`src/sv/thsm_pkg.sv`:
```
// ---------------------------------------------------------------------------
// Two-wire humidity sensor master: shared types and constants
// Payload structs, controller state record, sequence phase codes and the
// fixed bus command bytes.
// ---------------------------------------------------------------------------
package thsm_pkg;

    // Operation codes carried by an input transfer.
    localparam logic [1:0] OP_TICK    = 2'd0;
    localparam logic [1:0] OP_MEASURE = 2'd1;
    localparam logic [1:0] OP_RESET   = 2'd2;

    // Command bytes sent on the bus.
    localparam logic [7:0] CMD_TEMP  = 8'h03;
    localparam logic [7:0] CMD_HUMI  = 8'h05;
    localparam logic [7:0] CMD_RESET = 8'h1e;

    localparam logic [3:0]  RESET_PULSES    = 4'd9;
    localparam logic [15:0] TIMEOUT_DEFAULT = 16'd2000;

    // Start waveform, one bit per tick, tick 0 in bit 0. Tick 8 is the last.
    localparam logic [15:0] START_SCK = 16'b0000_0000_1100_0110;
    localparam logic [15:0] START_DAT = 16'b0000_0001_1000_0011;

    // Sequence phases.
    localparam logic [3:0] PH_IDLE     = 4'd0;
    localparam logic [3:0] PH_CR_PRE   = 4'd1;
    localparam logic [3:0] PH_CR_PULSE = 4'd2;
    localparam logic [3:0] PH_CR_GAP   = 4'd3;
    localparam logic [3:0] PH_START    = 4'd4;
    localparam logic [3:0] PH_WRITE    = 4'd5;
    localparam logic [3:0] PH_WACK     = 4'd6;
    localparam logic [3:0] PH_WAIT     = 4'd7;
    localparam logic [3:0] PH_READ1    = 4'd8;
    localparam logic [3:0] PH_RACK1    = 4'd9;
    localparam logic [3:0] PH_READ2    = 4'd10;
    localparam logic [3:0] PH_RACK2    = 4'd11;

    typedef struct packed {
        logic [1:0] operation;
        logic       mode;
        logic       data_in;
    } in_t;

    typedef struct packed {
        logic        sck;
        logic        data_oe;
        logic        data_out;
        logic        busy_res;
        logic        done_res;
        logic [15:0] measurement;
        logic [1:0]  error_count;
        logic        rejected;
    } out_t;

    typedef struct packed {
        logic [3:0]  phase;
        logic [3:0]  bit_pos;
        logic [1:0]  hold;
        logic [15:0] wait_cnt;
        logic [7:0]  shift_byte;
        logic [15:0] result_word;
        logic [1:0]  err_tally;
    } state_t;

endpackage

```
`src/sv/two_wire_humidity_sensor_master_core.sv`:
```
// ---------------------------------------------------------------------------
// Two-wire humidity sensor master core
// Tick-driven bit-level master for a two-wire humidity and temperature
// sensor bus, with a registered result stage.
// ---------------------------------------------------------------------------
// Each input transfer is one bus delay tick: it carries the sampled DATA
// level and optionally a command (measure or soft reset). Each accepted tick
// yields exactly one result transfer with the clock and DATA levels to drive
// for that tick and the sequence status; on the last tick of a sequence
// the 16-bit reading and the error count are shown. The core takes one tick
// per clock cycle, bounded by the single result register: a new tick is
// taken whenever that register is empty or being emptied in the same
// cycle, so a stalled consumer holds off the input side and nothing is
// lost. The result appears in the output register in the cycle after the
// input transfer. The wait timeout register resets to 2000 ticks and
// should only be written while no sequence is running.
module two_wire_humidity_sensor_master_core (
    input  logic             clk,
    input  logic             rst_n,
    input  logic             in_valid,
    output logic             in_ready,
    input  thsm_pkg::in_t    in_data,
    output logic             out_valid,
    input  logic             out_ready,
    output thsm_pkg::out_t   out_data,
    input  logic             cfg_we,
    input  logic [15:0]      cfg_wdata
);
    import thsm_pkg::*;

    state_t      state_reg;
    state_t      state_next;
    out_t        out_data_reg;
    out_t        out_data_next;
    logic        out_valid_reg;
    logic [15:0] timeout_reg;
    logic        in_xfer;

    // The result register can take a new tick when it is empty or when its
    // current content leaves in this same cycle.
    assign in_ready = !out_valid_reg || out_ready;
    assign in_xfer  = in_valid && in_ready;

    thsm_step u_step (
        .state_cur   (state_reg),
        .item        (in_data),
        .timeout     (timeout_reg),
        .state_next  (state_next),
        .result_next (out_data_next)
    );

    // Controller state moves forward only on an accepted tick.
    always_ff @(posedge clk or negedge rst_n)
    begin
        if (!rst_n)
        begin
            state_reg <= '0;
        end
        else if (in_xfer)
        begin
            state_reg <= state_next;
        end
    end

    always_ff @(posedge clk or negedge rst_n)
    begin
        if (!rst_n)
        begin
            timeout_reg <= TIMEOUT_DEFAULT;
        end
        else if (cfg_we)
        begin
            timeout_reg <= cfg_wdata;
        end
    end

    always_ff @(posedge clk or negedge rst_n)
    begin
        if (!rst_n)
        begin
            out_valid_reg <= 1'b0;
        end
        else if (in_xfer)
        begin
            out_valid_reg <= 1'b1;
        end
        else if (out_ready)
        begin
            out_valid_reg <= 1'b0;
        end
    end

    // The result payload needs no reset; it is only looked at with out_valid.
    always_ff @(posedge clk)
    begin
        if (in_xfer)
        begin
            out_data_reg <= out_data_next;
        end
    end

    assign out_valid = out_valid_reg;
    assign out_data  = out_data_reg;

endmodule

```
`src/sv/thsm_step.sv`:
```
// ---------------------------------------------------------------------------
// Two-wire humidity sensor master: tick logic
// Works out the bus levels and status of one tick and the controller state
// that follows it.
// ---------------------------------------------------------------------------
module thsm_step (
    input  thsm_pkg::state_t state_cur,
    input  thsm_pkg::in_t    item,
    input  logic [15:0]      timeout,
    output thsm_pkg::state_t state_next,
    output thsm_pkg::out_t   result_next
);
    import thsm_pkg::*;

    logic        dout;
    logic        cmd;
    logic [15:0] limit;

    function automatic logic [1:0] sat_inc(input logic [1:0] v);
        sat_inc = (v == 2'd3) ? v : v + 2'd1;
    endfunction

    assign cmd   = (item.operation == OP_MEASURE) || (item.operation == OP_RESET);
    // A zero timeout behaves as one tick.
    assign limit = (timeout == 16'd0) ? 16'd1 : timeout;

    always_comb
    begin
        state_next  = state_cur;
        result_next = '0;
        dout        = 1'b0;

        // A command taken while idle already drives the first tick of its waveform.
        if (state_cur.phase == PH_IDLE)
        begin
            if (cmd)
            begin
                state_next.bit_pos     = 4'd0;
                state_next.hold        = 2'd0;
                state_next.wait_cnt    = 16'd0;
                state_next.result_word = 16'd0;
                state_next.err_tally   = 2'd0;
                if (item.operation == OP_MEASURE)
                begin
                    state_next.shift_byte = item.mode ? CMD_HUMI : CMD_TEMP;
                    state_next.phase      = PH_START;
                end
                else
                begin
                    state_next.shift_byte = CMD_RESET;
                    state_next.phase      = PH_CR_PRE;
                end
            end
        end
        else if (cmd)
        begin
            result_next.rejected = 1'b1;
        end

        if (state_next.phase != PH_IDLE)
        begin
            result_next.busy_res = 1'b1;
            case (state_next.phase)
                PH_CR_PRE:
                begin
                    result_next.data_oe = 1'b1;
                    dout                = 1'b1;
                    state_next.phase    = PH_CR_PULSE;
                    state_next.bit_pos  = 4'd0;
                    state_next.hold     = 2'd0;
                end
                PH_CR_PULSE:
                begin
                    result_next.data_oe = 1'b1;
                    dout                = 1'b1;
                    result_next.sck     = (state_next.hold == 2'd0);
                    if (state_next.hold == 2'd0)
                    begin
                        state_next.hold = 2'd1;
                    end
                    else
                    begin
                        state_next.hold    = 2'd0;
                        state_next.bit_pos = state_next.bit_pos + 4'd1;
                        if (state_next.bit_pos >= RESET_PULSES)
                        begin
                            state_next.phase   = PH_CR_GAP;
                            state_next.bit_pos = 4'd0;
                        end
                    end
                end
                PH_CR_GAP:
                begin
                    result_next.data_oe = 1'b1;
                    dout                = 1'b1;
                    if (state_next.hold >= 2'd1)
                    begin
                        state_next.phase   = PH_START;
                        state_next.bit_pos = 4'd0;
                        state_next.hold    = 2'd0;
                    end
                    else
                    begin
                        state_next.hold = state_next.hold + 2'd1;
                    end
                end
                PH_START:
                begin
                    result_next.data_oe = 1'b1;
                    result_next.sck     = START_SCK[state_next.bit_pos];
                    dout                = START_DAT[state_next.bit_pos];
                    if (state_next.bit_pos >= 4'd8)
                    begin
                        state_next.phase   = PH_WRITE;
                        state_next.bit_pos = 4'd0;
                        state_next.hold    = 2'd0;
                    end
                    else
                    begin
                        state_next.bit_pos = state_next.bit_pos + 4'd1;
                    end
                end
                PH_WRITE:
                begin
                    result_next.data_oe = 1'b1;
                    // MSB first: bit 7 - n is the inverted low three bits of n.
                    dout            = state_next.shift_byte[~state_next.bit_pos[2:0]];
                    result_next.sck = (state_next.hold != 2'd0);
                    if (state_next.hold == 2'd0)
                    begin
                        state_next.hold = 2'd1;
                    end
                    else
                    begin
                        state_next.hold = 2'd0;
                        if (state_next.bit_pos >= 4'd7)
                        begin
                            state_next.phase   = PH_WACK;
                            state_next.bit_pos = 4'd0;
                        end
                        else
                        begin
                            state_next.bit_pos = state_next.bit_pos + 4'd1;
                        end
                    end
                end
                PH_WACK:
                begin
                    if (state_next.hold == 2'd0)
                    begin
                        state_next.hold = 2'd1;
                    end
                    else if (state_next.hold == 2'd1)
                    begin
                        result_next.sck = 1'b1;
                        if (item.data_in)
                        begin
                            state_next.err_tally = sat_inc(state_next.err_tally);
                        end
                        state_next.hold = 2'd2;
                    end
                    else
                    begin
                        state_next.hold = 2'd0;
                        if (state_next.shift_byte == CMD_RESET)
                        begin
                            result_next.done_res = 1'b1;
                            state_next.phase     = PH_IDLE;
                        end
                        else
                        begin
                            state_next.phase    = PH_WAIT;
                            state_next.wait_cnt = 16'd0;
                        end
                    end
                end
                PH_WAIT:
                begin
                    state_next.wait_cnt = state_next.wait_cnt + 16'd1;
                    if (!item.data_in)
                    begin
                        state_next.phase   = PH_READ1;
                        state_next.bit_pos = 4'd0;
                        state_next.hold    = 2'd0;
                    end
                    else if (state_next.wait_cnt >= limit)
                    begin
                        state_next.err_tally = sat_inc(state_next.err_tally);
                        state_next.phase     = PH_READ1;
                        state_next.bit_pos   = 4'd0;
                        state_next.hold      = 2'd0;
                    end
                end
                PH_READ1, PH_READ2:
                begin
                    if (state_next.hold == 2'd0)
                    begin
                        result_next.sck = 1'b1;
                        // First byte fills bits 15..8, second byte bits 7..0.
                        state_next.result_word[{state_next.phase == PH_READ1,
                                                ~state_next.bit_pos[2:0]}] =
                            state_next.result_word[{state_next.phase == PH_READ1,
                                                    ~state_next.bit_pos[2:0]}]
                            | item.data_in;
                        state_next.hold = 2'd1;
                    end
                    else
                    begin
                        state_next.hold = 2'd0;
                        if (state_next.bit_pos >= 4'd7)
                        begin
                            state_next.phase   = (state_next.phase == PH_READ1) ?
                                                 PH_RACK1 : PH_RACK2;
                            state_next.bit_pos = 4'd0;
                        end
                        else
                        begin
                            state_next.bit_pos = state_next.bit_pos + 4'd1;
                        end
                    end
                end
                PH_RACK1, PH_RACK2:
                begin
                    if (state_next.hold == 2'd0)
                    begin
                        result_next.sck     = 1'b1;
                        result_next.data_oe = 1'b1;
                        dout                = (state_next.phase != PH_RACK1);
                        state_next.hold     = 2'd1;
                    end
                    else
                    begin
                        state_next.hold = 2'd0;
                        if (state_next.phase == PH_RACK1)
                        begin
                            state_next.phase   = PH_READ2;
                            state_next.bit_pos = 4'd0;
                        end
                        else
                        begin
                            result_next.done_res = 1'b1;
                            state_next.phase     = PH_IDLE;
                        end
                    end
                end
                default:
                begin
                    state_next.phase     = PH_IDLE;
                    result_next.busy_res = 1'b0;
                end
            endcase
        end

        result_next.data_out = result_next.data_oe & dout;
        if (result_next.done_res)
        begin
            result_next.measurement = state_next.result_word;
            result_next.error_count = state_next.err_tally;
        end
    end

endmodule

```
`config.mk`:
```
export PLATFORM = sky130hd
export DESIGN_NAME = two_wire_humidity_sensor_master_core
export DESIGN_NICKNAME = d
export VERILOG_FILES = /design/src/sv/thsm_pkg.sv /design/src/sv/two_wire_humidity_sensor_master_core.sv /design/src/sv/thsm_step.sv
export SDC_FILE = /design/constraint.sdc
export NUM_CORES = 1
export LEC_CHECK = 0
export BUFFER_PORTS_ARGS = -buffer_cell sky130_fd_sc_hd__buf_2
export CAP_MARGIN = 20
export CORE_MARGIN = 8
export CORE_UTILIZATION = 62
export CTS_BUF_LIST = sky130_fd_sc_hd__clkbuf_4 sky130_fd_sc_hd__clkbuf_8
export CTS_CLUSTER_DIAMETER = 120
export DETAILED_ROUTE_END_ITERATION = 10
export GPL_ROUTABILITY_DRIVEN = 0
export PLACE_DENSITY = 0.83
export SYNTH_ARGS = -nofsm -noshare
export SYNTH_HDL_FRONTEND = slang
export SYNTH_SLANG_ARGS = --single-unit
```
`constraint.sdc`:
```
create_clock -name clk -period 5.57 [get_ports clk]
set_input_delay 1.671 -clock clk [delete_from_list [all_inputs] [get_ports clk]]
set_output_delay 1.671 -clock clk [all_outputs]
set_load 0.1 [all_outputs]
```
==> results by stage, run 1 <==
Status:
- The flow ran to the end, and the final reports show no timing, DRC or antenna violations.

Floorplan:
- The die extent in y is 113 um.
- The area of the die is about 13000 sq um.
- From left edge to right edge, the die measures between 100 and 150 um.
- Once the floorplan was initialized, standard cells occupied 63.4% of the core.
- The top-level port count is 51.
- The number of rows created at floorplan is 35.
- The core region area is 9150 sq um.

Setup path:
- The endpoint of the lowest-slack register-to-register path is out_data[1].
- The worst setup path is captured at a register.
- The number of cells traversed by the worst register-to-register path is 17.
- The worst register-to-register path has a setup slack of about 1.1 ns.
- The critical path start-end classification is primary input to register.
- In this run the worst path has a maximum fanout of 7.
- In this design, the critical path's most frequently occurring cell is sky130_fd_sc_hd__ha_1.
- The largest single stage delay on the critical path is between 0.3 and 0.4 ns.
- On the critical path, the stage with the largest delay is an instance of sky130_fd_sc_hd__or2_2.
- The start of the worst register-to-register path is state_reg[51].
- The worst path required time is ~5.7 ns.
- In this run the worst setup path begins at in_data[3].
- In this run the worst setup path terminates at out_data[1].
- The signal on the critical path passes through buf_2, inv_1, ha_1, inv_1, nand2_1, and2_1, ha_1, nand2_1, or2_2, nor4_2, xnor2_1, nor2_1, ha_1, and2_1, a21oi_1, nor4bb_4, a21o_1, o32ai_2, o21a_1.
- The kind of start point of the critical path is a primary input.
- The signal arrival time at the worst endpoint is 5.32 ns.

Flow run:
- Max-cap violations in this run came to 0.

Synth:
- The commonest register cell after synthesis is sky130_fd_sc_hd__dfrtp_1.
- The number of flops mapped to enable cells by yosys is 24.
- The largest total area in the synthesized netlist belongs to sky130_fd_sc_hd__dfrtp_1.
- The adder and majority gate portion of the synthesized area is under 10%.
- The fraction of the mapped netlist area in simple logic gates is between 10% and 20%.
- The total of warnings raised by yosys is 0.
- The synthesized design contains 93 register bits.
- After synthesis, the cell types taking the most area are sky130_fd_sc_hd__dfrtp_1, sky130_fd_sc_hd__edfxtp_1, sky130_fd_sc_hd__ha_1.
- After Yosys synthesis, XOR and XNOR cells account for ~2.4% of the synthesized area.
- After synthesis, the largest family of logic cells by area is compound AO/OA/AOI/OAI gates.
- Yosys mapped the design onto slightly above 70 distinct sky130hd cell types.
- The summed instance area of the synthesized netlist is roughly 5800 sq um.
- The cell count after synthesis is 640.
- The proportion of netlist area held by the largest area contributor is between 20% and 30%.
- The post-synthesis mux area share is about 2.6%.
- In the synthesized netlist, the cells that appear most often are sky130_fd_sc_hd__nand2_1, sky130_fd_sc_hd__dfrtp_1, sky130_fd_sc_hd__o21ai_0, sky130_fd_sc_hd__nor2_1, sky130_fd_sc_hd__a21oi_1.
- The complex-gate fraction of the synthesized area is 22.6%.
- Yosys instantiated no cell more often than sky130_fd_sc_hd__nand2_1.
- After synthesis, the share of flip-flops with an asynchronous set or reset is ~74%.
- The number of nets in the synthesized netlist is 691.
- Summing the sequential cell areas from Yosys gives between 40% and 50% of the chip area.
- The synthesized area per cell is 9.07 sq um.

Global route:
- The largest net degree at the start of global routing is 43.
- For met3 alone, demand over resource in global routing was under 10%.
- The global routing met1 resource utilization is roughly 29%.
- For met2 alone, demand over resource in global routing was 42.2%.
- The global-route wire length before repair is approximately 26 mm.
- The sum of overflow across all layers after global routing is 0.
- The initial antenna violation count came to 0.
- Global routing used 25.2% of the available tracks across all layers.
- The via count of the first global-routing pass is between 5000 and 6000.
- The most used routing layer in global routing is met2.

Timing:
- The max-slew headroom at the worst pin is between 30% and 40%.
- The final-layout setup total negative slack is 0 ns.
- The count of final hold-check violations was 0.
- The final-report max-slew violation count is 0.
- The measured slew at the worst slew-check pin is about 1.0 ns.
- The time the final worst path needs with I/O delays and setup is about 5.2 ns.
- The final worst clock skew is about 0.014 ns.
- The final setup violation count is 0.
- Dividing the final minimum period by the clock period gives between 90% and 100%.
- Setup repair after global routing left no endpoint under its margin.
- The maximum clock rate is between 0.15 and 0.2 GHz.

Worst hold path:
- The launch instance of the worst min-delay path is state_reg[43].
- In this run the worst hold path is classified as register to register.

Power and ir drop:
- Net switching is 47.0% of the power.
- Of the total power, the clock network draws ~18%.
- The ratio of total power to cell area is around 440 nW/um^2.
- For this design the static power due to leakage is 0.00275 uW.
- The internal power component is between 1500 and 2000 uW.
- The power share of the sequential group is 35.1%.
- The worst ir drop on vdd is 0.200 mV.
- The analysis attributes to net switching a power of approximately 1300 uW.
- The design draws between 2000 and 3000 uW.
- In this run, the combinational gates consume a little under half of the power.

CTS:
- The clock latency on the worst-skew pair is approximately 0.38 ns.
- The root buffer cell is sky130_fd_sc_hd__clkbuf_8.
- The number of buffers added by the clock tree synthesis step is 9.
- In this run, post-CTS hold repair placed 0 buffers.
- The clock slew seen by the registers of the worst setup and hold paths is around 0.10 ns.
- The number of gates resized after CTS was 0.
- The setup fix buffers added after clock tree synthesis is 0.
- The H-tree depth reported by CTS is 3.
- The clock net in this run drives a total of 93 sinks.
- The TritonCTS clock tree is built.
- The clock passes through at most 2 buffers.

Route:
- Summed over all layers, the routed wires come to about 16 mm.
- The average routed wire per standard cell is just under 20 um.
- The overall via count from detail_route is 5308.
- The number of design rule violations left after detail routing is 0.
- The count of routing violations after the opening detailed-route iteration is 538.
- The detail-routed via count per cell is roughly 6.7.
- The number of routed nets with antenna violations is 0.
- The count of TritonRoute iterations in the first routing pass is 7.

Finish:
- The register with the most flip-flops in the layout has 52 of them.
- The layout has 679 filler cells.
- Compared with the post-synthesis result, the final layout area differs by 10.4%.
- 0 antenna diodes ended up in the layout.
- The proportion of layout cells with a drive suffix above 1 is 16.7%.
- The net count of the finished layout is between 700 and 800.

Placed design:
- The half-perimeter wire length after detailed placement is 11.1 mm.
- The count of port buffers added during placement is 50.
==> routing by layer <==
metal	vias up	part of all wire, %
met2	325	49
met4	0	4.3
met1	2490	38
met5	-	0
met3	85	8.6
li1	2408	-
==> cell type report <==
| class | instances | area, sq um | share of cell area (%) |
|---|---|---|---|
| inverter | 32 | 120 | 1.87 |
| sequential | 93 | 2450 | 38.3 |
| clock inverter | 7 | 92.6 | 1.45 |
| timing repair buffer | 65 | 363 | 5.66 |
| multi-input combinational | 478 | 3110 | 48.6 |
| clock buffer | 9 | 124 | 1.93 |
| tap | 111 | 139 | 2.17 |
==> power groups by stage <==
stage          Clock [uW]  Combinational [uW]  Sequential [uW]
6_report              500                1340              995
3_5_place_dp            0                1290              999
4_1_cts               506                1300              985
5_1_grt               528                1450             1010
3_3_place_gp            0                1260              992
2_1_floorplan           0                 941             1030
==> worst min path at each step <==
stage | endpoint | slack [ns] | cells past startpoint
detailed placement | state_reg[43] | 0.48 | 2
CTS | state_reg[43] | 0.50 | 2
finish | state_reg[43] | 0.50 | 2
floorplan | state_reg[3] | 0.45 | 2
global placement | state_reg[43] | 0.47 | 2
global route | state_reg[43] | 0.53 | 2
==> worst max-delay path: cells and delay by family <==
| kind | cells | cell delay (ns) |
|---|---|---|
| simple gates | 8 | 1.61 |
| fa+ha+maj | 3 | 0.86 |
| compound gates | 4 | 0.84 |
| buf+inv | 3 | 0.17 |
| xor+xnor | 1 | 0.16 |
==> cell families (layout without fill, tap and decap cells) <==
logic type / after synthesis / after routing
AOI/OAI and AO/OA: 196 / 196
xor gates and xnor gates: 16 / 16
adders and majority gates: 26 / 26
buffers and inverters: 69 / 113
DFF: 93 / 93
muxes: 11 / 11
and+or+nand+nor: 229 / 229
==> cell usage in the layout (no fill, tap or decap), types with 15 or more instances in the layout <==
master,n
sky130_fd_sc_hd__edfxtp_1,24
sky130_fd_sc_hd__o21ai_0,58
sky130_fd_sc_hd__buf_2,50
sky130_fd_sc_hd__buf_4,15
sky130_fd_sc_hd__a21oi_1,42
sky130_fd_sc_hd__dfrtp_1,63
sky130_fd_sc_hd__and2_1,22
sky130_fd_sc_hd__nand2_1,69
sky130_fd_sc_hd__ha_1,26
sky130_fd_sc_hd__nor2_1,49
sky130_fd_sc_hd__nand3_1,18
sky130_fd_sc_hd__inv_1,32
sky130_fd_sc_hd__nor3_1,16
==> metrics by stage <==
step | worst slack (ns) | utilization, % | cells | area, sq um | hold slack (ns)
final | 0.397 | 70.0 | 795 | 6410 | 0.505
after global routing | 0.229 | 70.0 | 795 | 6410 | 0.528
after CTS | 0.475 | 70.0 | 795 | 6410 | 0.503
after detailed placement | 0.0874 | 67.6 | 779 | 6190 | 0.479
after global placement | 0.221 | 67.6 | 779 | 6190 | 0.472
after floorplan | 0.0209 | - | 640 | 5850 | 0.455
(Power assumes the default switching activity.)
==> run 2, diff against run 1 <==
PLACE_DENSITY = default   (was 0.83)
PLACE_DENSITY_LB_ADDON = 0.08   (was default)
==> results by stage, run 2 (same netlist as run 1, synthesis figures left out) <==
Status:
- The flow ran to the end, and the final reports show no timing, DRC or antenna violations.

Timing:
- The time the final worst path needs with I/O delays and setup is 5.29 ns (+0.115 ns).
- The maximum clock rate is 0.189 GHz (-2.2%).
- The measured slew at the worst slew-check pin is 1.02 ns (-0.0222 ns).
- The final worst clock skew is 0.0101 ns (-0.00409 ns).
- The final-layout setup total negative slack is 0 ns (unchanged).
- Setup repair after global routing left no endpoint under its margin.
- The worst hold slack is 0.511 ns (+0.00637 ns).
- The share of the clock period used by the worst path after layout is 94.9% (+2.1 points).
- The final-report max-slew violation count came to 0 (unchanged).
- The count of final hold-check violations was 0 (unchanged).
- The final setup violation count came to 0 (unchanged).
- The max-slew headroom at the worst pin is 31.8% (+1.5 points).

Power and ir drop:
- The ratio of total power to cell area is 437 nW/um^2 (-1.2%).
- The power consumption is 2790 uW (-1.6%).
- The worst ir drop on vdd came to 0.208 mV (+4.0%).
- The cell leakage power is 0.00273 uW (-0.39%).

Setup path:
- The critical path capture point type is a register.
- The kind of start point of the critical path is a primary input.
- The endpoint of the lowest-slack register-to-register path is out_data[1].
- The slowest cell on the critical path is sky130_fd_sc_hd__or2_2.
- The worst path required time is 5.70 ns (-0.02 ns).
- The number of cells traversed by the worst register-to-register path is 17 (unchanged).
- The delay contributed by the slowest stage of the critical path is 0.38 ns (about the same).
- Counting stages on the worst path, the most repeated cell is sky130_fd_sc_hd__ha_1.
- The critical path start-end classification is primary input to register.
- The signal arrival time at the worst endpoint is 5.42 ns (+0.10 ns).
- The highest fanout seen on the critical path came to 7 (unchanged).
- The reg2reg setup slack is 1.06 ns (-0.04 ns).
- The start of the worst register-to-register path is state_reg[48].
- Traced cell by cell, the critical path runs through buf_2, inv_1, ha_1, inv_1, nand2_1, and2_1, ha_1, nand2_1, or2_2, nor4_2, xnor2_1, nor2_1, ha_1, and2_1, a21oi_1, nor4bb_4, a21o_1, o32ai_2, o21a_1.

Floorplan:
- The starting density of the core is 63.4% (unchanged).
- The number of rows created at floorplan was 35 (unchanged).
- The core region area is 9150 sq um (unchanged).
- The die extent in y is 113 um (unchanged).
- The top-level port count is 51 (unchanged).
- The width of the chip came to 113 um (unchanged).
- The area of the die is 12700 sq um (unchanged).

Worst hold path:
- The worst hold path terminates at state_reg[43].
- The number of cells on the worst hold path is 2 (unchanged).
- The worst hold path class is register to register.
- The worst hold path begins at state_reg[43].

Route:
- The count of TritonRoute iterations in the first routing pass is 5 (-2).
- The number of design rule violations left after detail routing is 0 (unchanged).
- The count of routing violations after the opening detailed-route iteration is 413 (-23%).
- The number of routed nets with antenna violations came to 0 (unchanged).
- The average routed wire per standard cell came to 19.1 um (-3.1%).
- The total routed wirelength is 15.2 mm (-3.2%).
- The detail-routed via count per cell came to 6.51 (-2.4%).
- The overall via count from detail_route came to 5172 (-2.6%).

CTS:
- The number of buffers added by the clock tree synthesis step is 9 (unchanged).
- The root buffer cell is sky130_fd_sc_hd__clkbuf_8.
- The setup fix buffers added after clock tree synthesis is 0 (unchanged).
- The TritonCTS clock tree is built.
- The hold buffer count at cts is 0 (unchanged).
- The total number of clock tree sinks is 93 (unchanged).
- The H-tree depth reported by CTS is 3 (unchanged).
- The maximum buffer depth of the clock tree is 2 (unchanged).
- The number of instances resized during post-cts repair is 0 (unchanged).
- The clock latency on the worst-skew pair is 0.36 ns (-0.02 ns).
- The clock slew seen by the registers of the worst setup and hold paths is 0.10 ns (about the same).

Global route:
- The via count of the first global-routing pass is 5027 (-4.8%).
- The largest net degree at the start of global routing came to 42 (-2.3%).
- The global-route wire length before repair came to 25.1 mm (-3.3%).
- The sum of overflow across all layers after global routing is 0 (unchanged).
- The initial antenna violation count came to 0 (unchanged).
- The global-route usage over all layers came to 24.2% (-0.97 points).

Finish:
- The antenna diode instance count is 0 (unchanged).
- The final net count came to 729 (-0.14%).
- Relative to the synthesized area, the layout overhead comes to 10.0%.
- The library cells used most frequently in the layout, excluding fill and tap cells, are sky130_fd_sc_hd__nand2_1, sky130_fd_sc_hd__dfrtp_1, sky130_fd_sc_hd__o21ai_0, sky130_fd_sc_hd__buf_2, sky130_fd_sc_hd__nor2_1.
- The flip-flop count of the largest register after layout is 52 (unchanged).
- The library cell used most frequently in the layout, excluding fill and tap cells, is sky130_fd_sc_hd__nand2_1.
- The proportion of layout cells with a drive suffix above 1 was 16.5% (-0.12 points).

Placed design:
- The count of port buffers added during placement is 50 (unchanged).
- The half-perimeter wire length after detailed placement is 10.9 mm (-2.1%).

Flow run:
- The number of max-capacitance violations reported is 0 (unchanged).
## run 2: power by group
part,leakage [uW],switching [uW],internal [uW]
Sequential,0.00112,147,822
Combinational,0.00151,883,459
Clock,0.000103,259,219
## run 2: through the flow
stage | instance area [sq um] | worst slack (ns) | util [%] | cells
after global routing | 6380 | 0.112 | 69.7 | 794
after global placement | 6180 | 0.199 | 67.5 | 777
after floorplan | 5850 | 0.0209 | - | 640
final | 6380 | 0.282 | 69.7 | 794
after detailed placement | 6180 | 0.00161 | 67.5 | 777
after CTS | 6380 | 0.385 | 69.7 | 793
## run 2: final cells by class
class / instances / area, sq um
timing repair buffer: 64 / 353
tap: 111 / 139
clock inverter: 6 / 71.3
fill: 727 / 2770
sequential: 93 / 2450
clock buffer: 10 / 131
inverter: 32 / 120
multi-input combinational: 478 / 3110
## run 2: per-layer routing
| layer | wire [um] | share of wire, % | track usage (%) | up-vias |
|---|---|---|---|---|
| met1 | 6010 | 40 | 30.7 | 2466 |
| met4 | 480 | 3.2 | 9.53 | 0 |
| met3 | 1190 | 7.8 | 4.37 | 45 |
| met5 | 0 | 0 | 0 | - |
| li1 | - | - | - | 2401 |
| met2 | 7500 | 49 | 40.2 | 260 |
## run 2: how the worst max path moves through the flow
stage	from	to	slack, ns
2_1_floorplan	in_data[3]	out_data[1]	0.02
3_3_place_gp	in_data[3]	out_data[1]	0.20
3_5_place_dp	in_data[3]	out_data[1]	0.002
4_1_cts	in_data[3]	out_data[1]	0.39
5_1_grt	in_data[3]	out_data[2]	0.11
6_report	in_data[3]	out_data[1]	0.28
## run 2: worst max-delay path: cells and delay by family
kind,cells,cell delay (ns)
and+or+nand+nor,8,1.63
AOI/OAI and AO/OA,4,0.88
adders and majority gates,3,0.83
buffers and inverters,3,0.23
xor gates and xnor gates,1,0.17
==> run 3, diff against run 2 <==
GPL_TIMING_DRIVEN = 0   (was default)
==> results by stage, run 3 (same netlist as run 1, synthesis figures left out) <==
Status:
- The flow ran to the end, and the final reports show no timing, DRC or antenna violations.

Timing:
- The max-slew headroom at the worst pin is 29.3% (-2.5 points).
- The time the final worst path needs with I/O delays and setup is 5.36 ns (+0.0737 ns).
- The final-layout setup total negative slack is 0 ns (unchanged).
- The measured slew at the worst slew-check pin is 1.05 ns (+0.0308 ns).
- The maximum clock rate is 0.187 GHz (-1.4%).
- The share of the clock period used by the worst path after layout was 96.3% (+1.3 points).
- The final setup violation count was 0 (unchanged).
- The count of final hold-check violations is 0 (unchanged).
- The final-report max-slew violation count is 0 (unchanged).
- The final worst clock skew was 0.0121 ns (+0.00200 ns).

CTS:
- The maximum buffer depth of the clock tree came to 2 (unchanged).
- The H-tree depth reported by CTS is 3 (unchanged).
- The number of buffers added by the clock tree synthesis step is 9 (unchanged).
- The TritonCTS clock tree is built.
- The hold buffer count at cts is 0 (unchanged).
- The tree is rooted in a sky130_fd_sc_hd__clkbuf_8.
- The clock slew seen by the registers of the worst setup and hold paths was 0.10 ns (about the same).
- The clock latency on the worst-skew pair was 0.37 ns (about the same).
- The total number of clock tree sinks is 93 (unchanged).

Power and ir drop:
- The worst ir drop on vdd is 0.317 mV (+52%).
- The power dissipated by switching net loads is 1350 uW (+4.6%).
- The ratio of total power to cell area is 440 nW/um^2 (+0.74%).
- The internal power component is 1520 uW (+1.2%).
- The fraction of power spent switching nets came to 47.0% (+0.80 points).
- The power share of the sequential group came to 31.8% (-2.9 points).
- The fraction of power consumed by combinational cells is 51.4% (+3.3 points).
- The clock network fraction of total power is 16.7% (-0.4 points).
- The cell leakage power was 0.00280 uW (+2.4%).

Setup path:
- The critical path start-end classification is primary input to register.
- The highest fanout seen on the critical path is 19 (+12).
- The start of the worst register-to-register path is state_reg[50].
- The worst path required time is 5.82 ns (+0.12 ns).
- The signal arrival time at the worst endpoint is 5.61 ns (+0.19 ns).
- The launching element of the worst setup path is in_data[3].
- The endpoint of the worst setup timing path is out_data[1].
- The critical path capture point type is a register.
- The reg2reg setup slack was 1.16 ns (+0.10 ns).
- The endpoint of the lowest-slack register-to-register path is out_data[1].
- The kind of start point of the critical path is a primary input.
- The number of cells traversed by the worst register-to-register path is 17 (unchanged).

Finish:
- The number of cells in the finished layout apart from fillers is 819 (+3.1%).
- The final standard cell utilization of the core came to 71.2% (+1.4 points).
- The antenna diode instance count was 0 (unchanged).
- The flip-flop count of the largest register after layout was 52 (unchanged).
- Leaving out fill and tap cells, the most frequent cell in the layout is sky130_fd_sc_hd__nand2_1.
- In the layout the commonest cells are sky130_fd_sc_hd__nand2_1, sky130_fd_sc_hd__dfrtp_1, sky130_fd_sc_hd__o21ai_0, sky130_fd_sc_hd__buf_2, sky130_fd_sc_hd__nor2_1.
- The proportion of layout cells with a drive suffix above 1 is 16.9% (+0.40 points).
- The number of filler instances in the final layout was 697 (-4.1%).
- The final net count was 754 (+3.4%).
- Compared with the post-synthesis result, the final layout area differs by 12.2%.

Floorplan:
- The number of rows created at floorplan came to 35 (unchanged).
- The starting density of the core came to 63.4% (unchanged).
- The top-level port count is 51 (unchanged).
- The area of the die came to 12700 sq um (unchanged).
- The die extent in y is 113 um (unchanged).
- The width of the chip came to 113 um (unchanged).
- The core region area is 9150 sq um (unchanged).

Route:
- The overall via count from detail_route is 5309 (+2.6%).
- The number of routed nets with antenna violations is 0 (unchanged).
- The detail-routed via count per cell came to 6.48 (-0.48%).
- The number of design rule violations left after detail routing was 0 (unchanged).
- The count of routing violations after the opening detailed-route iteration is 492 (+19%).
- The average routed wire per standard cell is 20.0 um (+4.4%).
- The count of TritonRoute iterations in the first routing pass was 5 (unchanged).
- The total routed wirelength came to 16.3 mm (+7.7%).

Global route:
- The global-route usage over all layers is 26.1% (+1.8 points).
- The sum of overflow across all layers after global routing is 0 (unchanged).
- The initial antenna violation count is 0 (unchanged).
- The largest net degree at the start of global routing came to 70 (+67%).
- The global-route wire length before repair is 26.6 mm (+6.0%).
- The via count of the first global-routing pass is 5394 (+7.3%).

Placed design:
- The number of placed cells counting well taps was 801 (+3.1%).
- The half-perimeter wire length after detailed placement is 11.8 mm (+8.5%).
- The count of port buffers added during placement came to 50 (unchanged).

Flow run:
- The number of max-capacitance violations reported was 0 (unchanged).

Worst hold path:
- The path class of the tightest hold or removal check is register to register.
-- run 3: changes by cell type in the layout (fill, tap and decap cells not counted), sizes merged --
cell,before,now
buf,64,66
clkbuf,10,33
-- run 3: worst min-delay path by stage --
stage / startpoint / to / cells past startpoint
4_1_cts: state_reg[43] / state_reg[43] / 2
6_report: state_reg[43] / state_reg[43] / 2
3_5_place_dp: state_reg[43] / state_reg[43] / 2
2_1_floorplan: state_reg[3] / state_reg[3] / 2
3_3_place_gp: state_reg[43] / state_reg[43] / 2
5_1_grt: state_reg[21] / state_reg[21] / 1
-- run 3: power by group through the flow --
stage	logic, uW	clock network (uW)	registers [uW]
4_1_cts	1420	482	910
3_5_place_dp	1410	0	923
2_1_floorplan	941	0	1030
5_1_grt	1580	506	927
3_3_place_gp	1370	0	918
6_report	1480	479	913
-- run 3: metrics by stage --
stage | instance area [sq um] | total power (uW) | hold WS [ns] | worst slack (ns)
after floorplan | 5850 | 1970 | 0.455 | 0.0209
after global placement | 6240 | 2290 | 0.469 | -0.833
after detailed placement | 6240 | 2330 | 0.484 | -0.819
after CTS | 6480 | 2810 | 0.507 | 0.154
after global routing | 6510 | 3010 | 0.537 | -0.0245
final | 6510 | 2870 | 0.499 | 0.209
-- run 3: metal layers --
layer | wire length [um] | global-route usage, % | vias to the layer above
met4 | 598 | 12.1 | 0
met5 | 0 | 0 | -
li1 | - | - | 2451
met3 | 1190 | 4.63 | 64
met1 | 6320 | 30.9 | 2501
met2 | 8240 | 45.1 | 293
-- run 3: cell type report --
type | instances | area, sq um | area share [%]
Timing Repair Buffer | 54 | 278 | 4.27
Tap cell | 111 | 139 | 2.13
Buffer | 35 | 159 | 2.44
Multi-Input combinational cell | 478 | 3160 | 48.5
Clock inverter | 6 | 71.3 | 1.10
Clock buffer | 10 | 131 | 2.02
Sequential cell | 93 | 2450 | 37.7
Inverter | 32 | 120 | 1.84
-- run 3: repair_timing --
action | in CTS | in global routing
pin swaps | 1 | 0
setup buffers | 2 | 0
hold endpoints to repair | 0 | 0
resized for setup | 8 | 5
setup endpoints to repair | 14 | 12
-- run 3: critical path, stage by stage --
cell	delay, ns
sky130_fd_sc_hd__buf_2	0.07
sky130_fd_sc_hd__inv_1	0.03
sky130_fd_sc_hd__ha_2	0.39
sky130_fd_sc_hd__inv_1	0.14
sky130_fd_sc_hd__nand2_2	0.15
sky130_fd_sc_hd__buf_8	0.19
sky130_fd_sc_hd__and2_1	0.19
sky130_fd_sc_hd__ha_1	0.22
sky130_fd_sc_hd__nand2_1	0.07
sky130_fd_sc_hd__or2_4	0.31
sky130_fd_sc_hd__nor2_1	0.16
sky130_fd_sc_hd__xnor2_1	0.13
sky130_fd_sc_hd__nor2_1	0.08
sky130_fd_sc_hd__ha_1	0.28
sky130_fd_sc_hd__nand4_1	0.13
sky130_fd_sc_hd__or4_4	0.59
sky130_fd_sc_hd__a21o_2	0.30
sky130_fd_sc_hd__o32ai_2	0.32
sky130_fd_sc_hd__o21a_1	0.17
